`src/hdl/ssr_pkg.sv`:
```
// ----------------------------------------------------------------------------
// ssr_pkg
// Shared types and constants for the symbol section sort / relocate block.
// ----------------------------------------------------------------------------
package ssr_pkg;

  // Default store depth
  localparam int MAX_SYMBOLS_DEF = 64;

  // Section codes
  localparam logic [1:0] SEC_NONE   = 2'd0;
  localparam logic [1:0] SEC_DATA   = 2'd1;
  localparam logic [1:0] SEC_RODATA = 2'd2;
  localparam logic [1:0] SEC_BSS    = 2'd3;

  // Input request payload
  typedef struct packed {
    logic [31:0] sym_addr;
    logic [1:0]  sym_section;
    logic        is_last;
  } sym_t;

  // Result payload
  typedef struct packed {
    logic [31:0] out_addr;
    logic [1:0]  out_section;
    logic        out_last;
    logic        error;
  } res_t;

  // One store entry
  typedef struct packed {
    logic [31:0] addr;
    logic [1:0]  sect;
  } entry_t;

  // Configuration register values
  typedef struct packed {
    logic [31:0] text_size;
    logic [31:0] data_size;
    logic [31:0] rodata_size;
  } cfg_t;

  // Sequencer to selector controls
  typedef struct packed {
    logic clear_taken;
    logic scan_start;
    logic mark;
  } sel_ctl_t;

  // Selector status back to the sequencer
  typedef struct packed {
    logic   found;
    entry_t best;
  } sel_stat_t;

endpackage

```
`src/hdl/ssr_cfg.sv`:
```
// ----------------------------------------------------------------------------
// ssr_cfg
// APB register file: text, data and rodata section sizes.
// ----------------------------------------------------------------------------
module ssr_cfg (
  input  logic          clk,
  input  logic          rst,
  input  logic          psel,
  input  logic          penable,
  input  logic          pwrite,
  input  logic [3:0]    paddr,
  input  logic [31:0]   pwdata,
  output logic [31:0]   prdata,
  output logic          pready,
  output ssr_pkg::cfg_t cfg
);
  import ssr_pkg::*;

  localparam logic [1:0] REG_TEXT   = 2'd0;
  localparam logic [1:0] REG_DATA   = 2'd1;
  localparam logic [1:0] REG_RODATA = 2'd2;

  logic       wr_en;
  logic [1:0] reg_idx;

  assign pready  = 1'b1;
  assign wr_en   = psel && penable && pwrite;
  assign reg_idx = paddr[3:2];

  // Register writes
  always_ff @(posedge clk) begin
    if (rst) begin
      cfg <= '0;
    end else if (wr_en) begin
      case (reg_idx)
        REG_TEXT:   cfg.text_size   <= pwdata;
        REG_DATA:   cfg.data_size   <= pwdata;
        REG_RODATA: cfg.rodata_size <= pwdata;
        default: ;
      endcase
    end
  end

  // Read mux
  always_comb begin
    case (reg_idx)
      REG_TEXT:   prdata = cfg.text_size;
      REG_DATA:   prdata = cfg.data_size;
      REG_RODATA: prdata = cfg.rodata_size;
      default:    prdata = '0;
    endcase
  end

endmodule

```
`src/hdl/ssr_store.sv`:
```
// ----------------------------------------------------------------------------
// ssr_store
// Symbol store: one write port, one read port with registered read data.
// ----------------------------------------------------------------------------
module ssr_store #(
  parameter int MAX_SYMBOLS = ssr_pkg::MAX_SYMBOLS_DEF,
  parameter int IDX_W       = (MAX_SYMBOLS > 1) ? $clog2(MAX_SYMBOLS) : 1
) (
  input  logic             clk,
  input  logic             wr_en,
  input  logic [IDX_W-1:0] wr_idx,
  input  ssr_pkg::entry_t  wr_data,
  input  logic             rd_en,
  input  logic [IDX_W-1:0] rd_idx,
  output ssr_pkg::entry_t  rd_data
);
  import ssr_pkg::*;

  entry_t mem [MAX_SYMBOLS];

  // Write port
  always_ff @(posedge clk) begin
    if (wr_en) begin
      mem[wr_idx] <= wr_data;
    end
  end

  // Read port with registered read data
  always_ff @(posedge clk) begin
    if (rd_en) begin
      rd_data <= mem[rd_idx];
    end
  end

endmodule

```
`src/hdl/ssr_select.sv`:
```
// ----------------------------------------------------------------------------
// ssr_select
// Running minimum over the streamed store entries, keyed by section then
// address; earliest index wins ties. Holds the taken marks.
// ----------------------------------------------------------------------------
module ssr_select #(
  parameter int MAX_SYMBOLS = ssr_pkg::MAX_SYMBOLS_DEF,
  parameter int IDX_W       = (MAX_SYMBOLS > 1) ? $clog2(MAX_SYMBOLS) : 1
) (
  input  logic               clk,
  input  logic               rst,
  input  ssr_pkg::sel_ctl_t  ctl,
  input  logic               rd_valid,
  input  logic [IDX_W-1:0]   rd_idx,
  input  ssr_pkg::entry_t    rd_data,
  output ssr_pkg::sel_stat_t stat
);
  import ssr_pkg::*;

  logic [MAX_SYMBOLS-1:0] taken;
  logic [IDX_W-1:0]       best_idx;
  logic                   better;

  // Candidate beats the current best only when strictly smaller
  assign better = rd_valid && !taken[rd_idx] &&
                  (!stat.found || ({rd_data.sect, rd_data.addr} <
                                   {stat.best.sect, stat.best.addr}));

  // Taken marks
  always_ff @(posedge clk) begin
    if (rst || ctl.clear_taken) begin
      taken <= '0;
    end else if (ctl.mark) begin
      taken[best_idx] <= 1'b1;
    end
  end

  // Found flag and best entry payload
  always_ff @(posedge clk) begin
    if (rst || ctl.scan_start) begin
      stat.found <= 1'b0;
    end else if (better) begin
      stat.found <= 1'b1;
    end
    if (better) begin
      stat.best <= rd_data;
      best_idx  <= rd_idx;
    end
  end

endmodule

```
`src/hdl/symbol_section_sort_relocate_top.sv`:
```
// ----------------------------------------------------------------------------
// symbol_section_sort_relocate_top
// Collects a batch of symbols, then emits them grouped data, rodata, bss,
// ascending by address, each relocated by a running section offset.
// ----------------------------------------------------------------------------
// Loading: one symbol request per cycle; the batch's last request starts output.
// Output: each of the n results takes a full pass over the store through its
//   single read port. A bad batch gives a single error result instead.
// Reset (rst, synchronous): clears counts, the bad flag, taken marks and the
//   size registers; store contents stay undefined until written.
module symbol_section_sort_relocate_top #(
  parameter int MAX_SYMBOLS = ssr_pkg::MAX_SYMBOLS_DEF
) (
  input  logic          clk,
  input  logic          rst,
  input  logic          psel,
  input  logic          penable,
  input  logic          pwrite,
  input  logic [3:0]    paddr,
  input  logic [31:0]   pwdata,
  output logic [31:0]   prdata,
  output logic          pready,
  input  logic          sym_valid,
  output logic          sym_ready,
  input  ssr_pkg::sym_t sym,
  output logic          res_valid,
  input  logic          res_ready,
  output ssr_pkg::res_t res
);
  import ssr_pkg::*;

  localparam int IDX_W = (MAX_SYMBOLS > 1) ? $clog2(MAX_SYMBOLS) : 1;
  localparam int CNT_W = $clog2(MAX_SYMBOLS + 1);
  localparam logic [CNT_W-1:0] MAX_CNT = CNT_W'(MAX_SYMBOLS);

  typedef enum logic [2:0] {
    ST_LOAD, ST_ERR, ST_BASE, ST_OFF2, ST_OFF3, ST_SCAN, ST_PICK
  } state_t;

  state_t           state;
  cfg_t             cfg;
  logic [CNT_W-1:0] count;
  logic [CNT_W-1:0] iss;
  logic [CNT_W-1:0] emit;
  logic             bad;
  logic             bad_now;
  logic             sym_fire;
  logic             full;
  logic             rd_en;
  logic             rd_pend;
  logic [IDX_W-1:0] rd_idx_q;
  logic [31:0]      off1;
  logic [31:0]      off2;
  logic [31:0]      off3;
  logic [31:0]      sel_off;
  logic             out_free;
  logic             pick_fire;
  logic             pick_last;
  entry_t           wr_data;
  entry_t           rd_data;
  sel_ctl_t         sel_ctl;
  sel_stat_t        sel_stat;

  // Configuration registers
  ssr_cfg u_cfg (
    .clk     (clk),
    .rst     (rst),
    .psel    (psel),
    .penable (penable),
    .pwrite  (pwrite),
    .paddr   (paddr),
    .pwdata  (pwdata),
    .prdata  (prdata),
    .pready  (pready),
    .cfg     (cfg)
  );

  // Load and scan never overlap: the sequencer interlocks write and read
  assign sym_ready = (state == ST_LOAD);
  assign sym_fire  = sym_valid && sym_ready;
  assign full      = (count == MAX_CNT);
  assign bad_now   = bad || full || (sym.sym_section == SEC_NONE);
  assign wr_data   = '{addr: sym.sym_addr, sect: sym.sym_section};
  assign rd_en     = (state == ST_SCAN) && (iss != count);

  ssr_store #(.MAX_SYMBOLS(MAX_SYMBOLS), .IDX_W(IDX_W)) u_store (
    .clk     (clk),
    .wr_en   (sym_fire && !full),
    .wr_idx  (count[IDX_W-1:0]),
    .wr_data (wr_data),
    .rd_en   (rd_en),
    .rd_idx  (iss[IDX_W-1:0]),
    .rd_data (rd_data)
  );

  // Selector control
  assign out_free  = !res_valid || res_ready;
  assign pick_fire = (state == ST_PICK) && out_free;
  assign pick_last = ((emit + CNT_W'(1)) == count);

  assign sel_ctl.clear_taken = (state == ST_BASE);
  assign sel_ctl.scan_start  = (state == ST_OFF3) || (pick_fire && !pick_last);
  assign sel_ctl.mark        = pick_fire;

  ssr_select #(.MAX_SYMBOLS(MAX_SYMBOLS), .IDX_W(IDX_W)) u_select (
    .clk      (clk),
    .rst      (rst),
    .ctl      (sel_ctl),
    .rd_valid (rd_pend),
    .rd_idx   (rd_idx_q),
    .rd_data  (rd_data),
    .stat     (sel_stat)
  );

  // Offset of the winner's group
  always_comb begin
    case (sel_stat.best.sect)
      SEC_DATA:   sel_off = off1;
      SEC_RODATA: sel_off = off2;
      default:    sel_off = off3;
    endcase
  end

  // Sequencer and output register
  always_ff @(posedge clk) begin
    if (rst) begin
      state     <= ST_LOAD;
      count     <= '0;
      iss       <= '0;
      emit      <= '0;
      bad       <= 1'b0;
      rd_pend   <= 1'b0;
      res_valid <= 1'b0;
    end else begin
      rd_pend  <= rd_en;
      rd_idx_q <= iss[IDX_W-1:0];
      if (res_ready) begin
        res_valid <= 1'b0;
      end
      case (state)
        ST_LOAD: begin
          if (sym_fire) begin
            bad <= bad_now;
            if (!full) begin
              count <= count + CNT_W'(1);
            end
            if (sym.is_last) begin
              state <= bad_now ? ST_ERR : ST_BASE;
            end
          end
        end
        ST_ERR: begin
          if (out_free) begin
            res       <= '{out_addr: '0, out_section: SEC_NONE, out_last: 1'b1,
                           error: 1'b1};
            res_valid <= 1'b1;
            count     <= '0;
            bad       <= 1'b0;
            state     <= ST_LOAD;
          end
        end
        ST_BASE: begin
          off1  <= cfg.text_size + ((32'(count) + 32'd1) << 2);
          emit  <= '0;
          state <= ST_OFF2;
        end
        ST_OFF2: begin
          off2  <= off1 + cfg.data_size;
          state <= ST_OFF3;
        end
        ST_OFF3: begin
          off3  <= off2 + cfg.rodata_size;
          iss   <= '0;
          state <= ST_SCAN;
        end
        ST_SCAN: begin
          if (rd_en) begin
            iss <= iss + CNT_W'(1);
          end else if (!rd_pend) begin
            state <= ST_PICK;
          end
        end
        ST_PICK: begin
          if (out_free) begin
            res       <= '{out_addr: sel_stat.best.addr + sel_off,
                           out_section: sel_stat.best.sect,
                           out_last: pick_last, error: 1'b0};
            res_valid <= 1'b1;
            if (pick_last) begin
              count <= '0;
              emit  <= '0;
              bad   <= 1'b0;
              state <= ST_LOAD;
            end else begin
              emit  <= emit + CNT_W'(1);
              iss   <= '0;
              state <= ST_SCAN;
            end
          end
        end
        default: state <= ST_LOAD;
      endcase
    end
  end

  // An error result is always the sole, final result with zero fields
  a_err_last: assert property (@(posedge clk) disable iff (rst)
    res_valid && res.error |-> res.out_last && (res.out_addr == 32'd0))
    else $error("error result not final or not zero");

  // Every pick follows a scan that found an untaken entry
  a_pick_found: assert property (@(posedge clk) disable iff (rst)
    state == ST_PICK |-> sel_stat.found)
    else $error("pick without a selected entry");

  // No more results than stored symbols
  a_emit_bound: assert property (@(posedge clk) disable iff (rst)
    state == ST_PICK |-> emit < count)
    else $error("emitted more results than symbols");

  // Store is never read while symbols are loading
  a_no_read_load: assert property (@(posedge clk) disable iff (rst)
    sym_fire |-> !rd_pend)
    else $error("store read overlaps loading");

endmodule

```
`config.mk`:
```
export PLATFORM = sky130hd
export DESIGN_NAME = symbol_section_sort_relocate_top
export DESIGN_NICKNAME = d
export VERILOG_FILES = /design/src/hdl/ssr_pkg.sv /design/src/hdl/ssr_cfg.sv /design/src/hdl/ssr_store.sv /design/src/hdl/ssr_select.sv /design/src/hdl/symbol_section_sort_relocate_top.sv
export SDC_FILE = /design/constraint.sdc
export NUM_CORES = 2
export LEC_CHECK = 0
export ABC_CLOCK_PERIOD_IN_PS = 6900
export BUFFER_PORTS_ARGS = -buffer_cell sky130_fd_sc_hd__buf_4
export CAP_MARGIN = 20
export CORE_ASPECT_RATIO = 1.2
export CORE_MARGIN = 2
export CORE_UTILIZATION = 35
export DETAILED_ROUTE_END_ITERATION = 8
export PLACE_DENSITY = 0.59
export SLEW_MARGIN = 30
export SYNTH_ARGS = -nofsm -noshare
export SYNTH_HDL_FRONTEND = slang
export SYNTH_SLANG_ARGS = --single-unit
```
`constraint.sdc`:
```
create_clock -name clk -period 6.9 [get_ports clk]
set_input_delay 0.69 -clock clk [delete_from_list [all_inputs] [get_ports clk]]
set_output_delay 0.69 -clock clk [all_outputs]
set_load 0.005 [all_outputs]
```
# Yosys cells after proc, flatten, opt, wreduce, memory -nomap -nowiden
# Memories as Yosys holds them, arrays and structs flattened. A register that Yosys moved wholly into a read port is not among the register bits.
# Index checks and enable logic that the tools add are counted.
# classes
n_addsub,8
magnitude_cmp,4
eq_ne,23
muxes,41
n_bitwise,2
n_reduce_logical,42
# op_table
cell,count
adder 32 bit,3
one-hot mux 32 bit (3 select lines),1
two-way mux 36 bit,2
one-hot mux 36 bit (2 select lines),1
two-way mux 7 bit,10
bitwise OR 64 bit,1
one-hot mux 32 bit (2 select lines),1
one-hot mux 7 bit (3 select lines),2
less-than comparator 34 bit,1
adder 32 x 10 -> 32 bit,1
adder 7 x 1 -> 7 bit (second input constant),3
two-way mux 3 bit,7
one-hot mux 3 bit (7 select lines),1
inequality test 2 bit (second input constant),8
less-than comparator 6 x 7 -> 1 bit (second input constant),2
one-hot mux 7 bit (2 select lines),1
AND reduction 2 bit,7
AND reduction 6 bit,2
two-way mux 1 bit,11
logical AND 1 bit,10
equality test 3 bit (second input constant),3
adder 7 x 1 -> 8 bit (second input constant),1
AND reduction 4 bit,2
equality test 7 bit,1
21 further kinds,38
# word_totals
reg_bits,366
ramBits,2176
in_bits,78
elab_cells,144
memories,1
# memory_table
memory,words,word_bits,read_ports,rd_ports_with_merged_regs,wr,line_no,source
u_store.mem,64,34,1,1,1,ssr_store.sv:19,entry_t mem [MAX_SYMBOLS];

# Longest topological paths before layout
# depth
depth_word,7
mapped_depth,18
mapped_depth_nobuf,16

# Cells and area by module
# From an unflattened synthesis, not the netlist that was laid out.
# hier_totals
cells_unflattened,5938
hier_area_um2,105523.7
# by_module_without_submodules
mod,n_inst,cells_each,area_each_um2
ssr_store,1,3744,84114.4
symbol_section_sort_relocate_top,1,1283,12166.7
ssr_select,1,450,4710.8
ssr_cfg,1,461,4531.8

# Least setup slack after synthesis
# OpenSTA, ideal clock, no wires.
# synth_path
path_kind,input to register
startpoint,in rst
endpoint,reg off3[0] (enable)
setup_ps,513
arrival_ps,4456
required_time_ps,6387
setup_slack_ps,1931
stages,3
n_path_buf,2
cell_sequence,clkbuf_1 -> buf_1 -> nor4b_1
# synth_via
elab_chain_cells,2
# synth_rtl
element,line_no,source
start: declaration,symbol_section_sort_relocate_top.sv:15,"input logic rst,"
NOT 1 bit (no source line),--,
AND reduction 2 bit (no source line),--,
end signal: assignment,symbol_section_sort_relocate_top.sv:172,off3 <= off2 + cfg.rodata_size;
end: declaration,symbol_section_sort_relocate_top.sv:54,logic [31:0] off3;
# Every way passes these cells.
# A chain may end at the register's enable or synchronous reset.

# Worst setup path after layout
# layout_path
startpoint,reg count[3]
endpoint,mem u_store.mem[52][12] (netlist name) (enable)
# layout_via
elab_chain_cells,5
# layout_rtl
element,line_no,source
start: declaration,symbol_section_sort_relocate_top.sv:42,logic [CNT_W-1:0] count;
start signal: assignment,symbol_section_sort_relocate_top.sv:145,count <= count + CNT_W'(1);
equality test 7 bit,symbol_section_sort_relocate_top.sv:81,assign full = (count == MAX_CNT);
logical NOT 1 bit,--,
logical AND 1 bit,symbol_section_sort_relocate_top.sv:88,".wr_en (sym_fire && !full),"
two-way mux 1 bit,ssr_store.sv:23,if (wr_en) begin
two-way mux 1 bit (implied by the code),ssr_store.sv:24,mem[wr_idx] <= wr_data;
end: declaration,ssr_store.sv:19,
# Parallel ways exist; a longest one is shown, timed or not.

==> flow_metrics.py <==
metrics = {
    "job": {
        "drv_cap": 0,
    },
    "drt": {
        "first_iter_violations": 5270,
        "vias": 53300,
        "wl_per_cell_microns": 26.00,
        "wl_microns": 259200,
        "viasPerCell": 5.347,
        "drt.antenna.violating_nets": 0,
        "first_pass_iters": 6,
        "drc_errors": 0,
    },
    "layout": {
        "fin_nets": 6018,
        "drive_gt1_share_pct": 24.58,
        "syn_to_final_growth_pct": 15.18,
        "final_common_cell": "edfxtp_1",
        "multiInputGateArea_sq_mm": 0.02774,
        "layout_common_cells": "2,388 x edfxtp_1, 706 x mux4_2, 340 x nand2_1",
        "fillCellCount": 26270,
        "seq_area_sq_mm": 0.07549,
    },
    "power_and_ir_drop": {
        "p_per_area_mw_per_mm2": 288.4,
        "power.leakage_uw": 0.03731,
        "vdd_drop_max_v": 0.0002836,
    },
    "timing": {
        "finalSetupTns_ps": 0,
        "skew_ps": 60.21,
        "fin_crit_ps": 4541,
        "period_share_pct": 65.82,
        "report.final.slew_viol_count": 0,
        "finalSetupViolations": 0,
        "timing.final.ws_setup_ps": 2359,
        "worst_slew_pin_slew_ps": 949.1,
        "rsz0062_at_grt": "false",
        "maxSlewHeadroom_pct": 36.57,
        "max_freq_mhz": 220.2,
        "hold_viol_final": 0,
    },
    "logic_synthesis": {
        "synth_top_family_by_area": "multiplexers",
        "seq_area_frac_synth_pct": 72.45,
        "yosys-top-cells-area": "edfxtp_1 69%, mux4_2 15%, dfxtp_1 3.6%, ha_1 1.7%, a21oi_1 1.3%",
        "synth_compound_area_share_pct": 3.805,
        "synth_top_flop_cell": "edfxtp_1",
        "synthSimpleGateAreaFrac_pct": 3.529,
        "async_flop_share_pct": 0,
        "synth_xor_area_share_pct": 1.076,
        "ys_seq_elements": 2576,
        "synth.avg_cell_area_sq_um": 19.05,
        "syn_area_sq_mm": 0.1042,
        "yosysWarnings": 0,
        "synthDominantCellAreaShare_pct": 68.84,
        "synth_top_cell_by_area": "edfxtp_1",
        "synth_mux_area_share_pct": 15.87,
        "syn_nets": 5694,
        "synth-adder-area-share_pct": 1.794,
        "synth.distinct_cells": 77,
        "synth_cells": 5469,
        "synth_edf_count": 2388,
    },
    "placement": {
        "place_congestion": 0.8636,
        "dp_hpwl_microns": 160700,
        "io_buffers": 145,
        "place_ws_ps": 2021,
    },
    "setup_path": {
        "required_ps": 7450,
        "endpoint_kind": "flip-flop",
        "worst-path-max-fanout": 18,
        "critPathArrivalTime_ps": 5090,
        "cp-start-kind": "flip-flop",
        "crit_type": "reg2reg",
    },
    "clock_network": {
        "post-cts-setup-buffer-count": 0,
        "cts_tree": "yes",
        "cts_made_buffers": 287,
        "holdBufCountCts": 12,
        "worstSkewPairLatency_ps": 920,
        "clockBufferDepth": 4,
        "ctsHtreeMaxLevel": 5,
        "cts-resized-gates": 0,
        "cts.clk_slew.worst_paths_ps": 60,
        "clockRootBuffer": "clkbuf_16",
        "cts.sinks": 2576,
    },
    "floorplanning": {
        "ios": 149,
        "initial_core_util_pct": 35.14,
        "coreArea_sq_mm": 0.2965,
        "die_area_sq_mm": 0.3020,
        "die-height_microns": 601.6,
        "rows": 219,
        "die_x_microns": 502.0,
    },
    "grt": {
        "grt_max_degree": 99,
        "grt_pass1_vias": 54440,
        "track_usage_pct": 16.92,
        "antenna_found_initial": 24,
        "grt_pass1_wl_microns": 378300,
        "gr-total-overflow": 0,
    },
    "outcome": {
        "status": "completed",
    },
    "worst_hold_path": {
        "hold_class": "in2reg",
    },
}
==> cells in the mapped netlist, drive strengths merged (51+ instances only) <==
cell	instances
xnor2	71
o21ai	137
a211oi	59
nor2	251
inv	81
dfxtp	188
a21oi	281
clkbuf	160
xor2	57
buf	117
a21o	51
nand2	343
mux4	706
edfxtp	2388
ha	143
mux2i	62
==> per-stage QoR <==
step           hold slack [ps]  total power (uW)  utilization, %  cells  cell area, sq um
2_1_floorplan            402.9             19670               -   5469            104200
3_3_place_gp             433.6             20850           37.33   9443            110700
3_5_place_dp             432.1             20910           37.51   9465            111200
4_1_cts                0.05906             34930           40.41   9957            119800
5_1_grt                  29.13             35700           40.47   9966            120000
6_report                 63.54             34610           40.47   9969            120000
==> kinds of logic after synthesis <==
kind of cell,count (synthesis)
xor gates and xnor gates,128
and+or+nand+nor,832
AOI/OAI and AO/OA,658
other,1
adders and majority gates,147
muxes,769
DFF,2576
buffers and inverters,358
==> power by group <==
| part | leakage, uW | switching (uW) | internal [uW] |
|---|---|---|---|
| registers | 0.0230 | 169 | 17400 |
| clock network | 0.00415 | 5870 | 8180 |
| logic | 0.0101 | 1780 | 1240 |
| total | 0.0373 | 7820 | 26800 |
==> area by class of cell <==
cell class | count | area share, %
Sequential cell | 2576 | 62.92
Multi-Input combinational cell | 2535 | 23.12
Clock buffer | 362 | 6.422
Tap cell | 3978 | 4.148
Timing Repair Buffer | 312 | 2.470
Clock inverter | 118 | 0.6486
Inverter | 81 | 0.2534
Antenna cell | 7 | 0.01460
==> worst paths after layout <==
path                                                   start                             to  slack, ps  cells past startpoint
worst min register to register  u_store.rd_data[2]$_DFFE_PP_     u_select.stat[2]$_DFFE_PP_        450                      0
worst min-delay path                              pwdata[16]     u_cfg.cfg[48]$_SDFFE_PP0P_         60                      3
worst max-delay path                   count[3]$_SDFFE_PP0P_  u_store.mem[52][12]$_DFFE_PP_       2360                      7
worst max register to register         count[3]$_SDFFE_PP0P_  u_store.mem[52][12]$_DFFE_PP_       2360                      7
==> critical path, stage by stage (launching register included) <==
cell	delay (ps)
dfxtp_1	690
or3_1	700
nor3_1	210
or3_1	480
nor2_1	330
nand2_2	440
nor2_4	830
buf_4	460
==> registers in the layout (all words and copies together), names as in the netlist <==
| name | flops |
|---|---|
| state | 3 |
| count | 7 |
| rd_pend | 1 |
| u_select.stat | 35 |
| bad | 1 |
| u_cfg.cfg | 96 |
| u_select.taken | 64 |
| off3 | 32 |
| u_store.rd_data | 34 |
| res | 36 |
| rd_idx_q | 6 |
| iss | 7 |
| u_store.mem | 2176 |
| u_select.best_idx | 6 |
| emit | 7 |
| res_valid | 1 |
| off1 | 32 |
| off2 | 32 |
==> layer usage <==
layer | part of all wire [%] | GRT usage [%] | vias to the layer above
li1 | - | - | 22880
met1 | 42 | 22.96 | 28500
met2 | 50 | 28.56 | 1556
met3 | 5.3 | 2.569 | 361
met4 | 1.9 | 4.105 | 2
met5 | 0.0050 | 0 | -
Power figures use the tool's default switching activity.
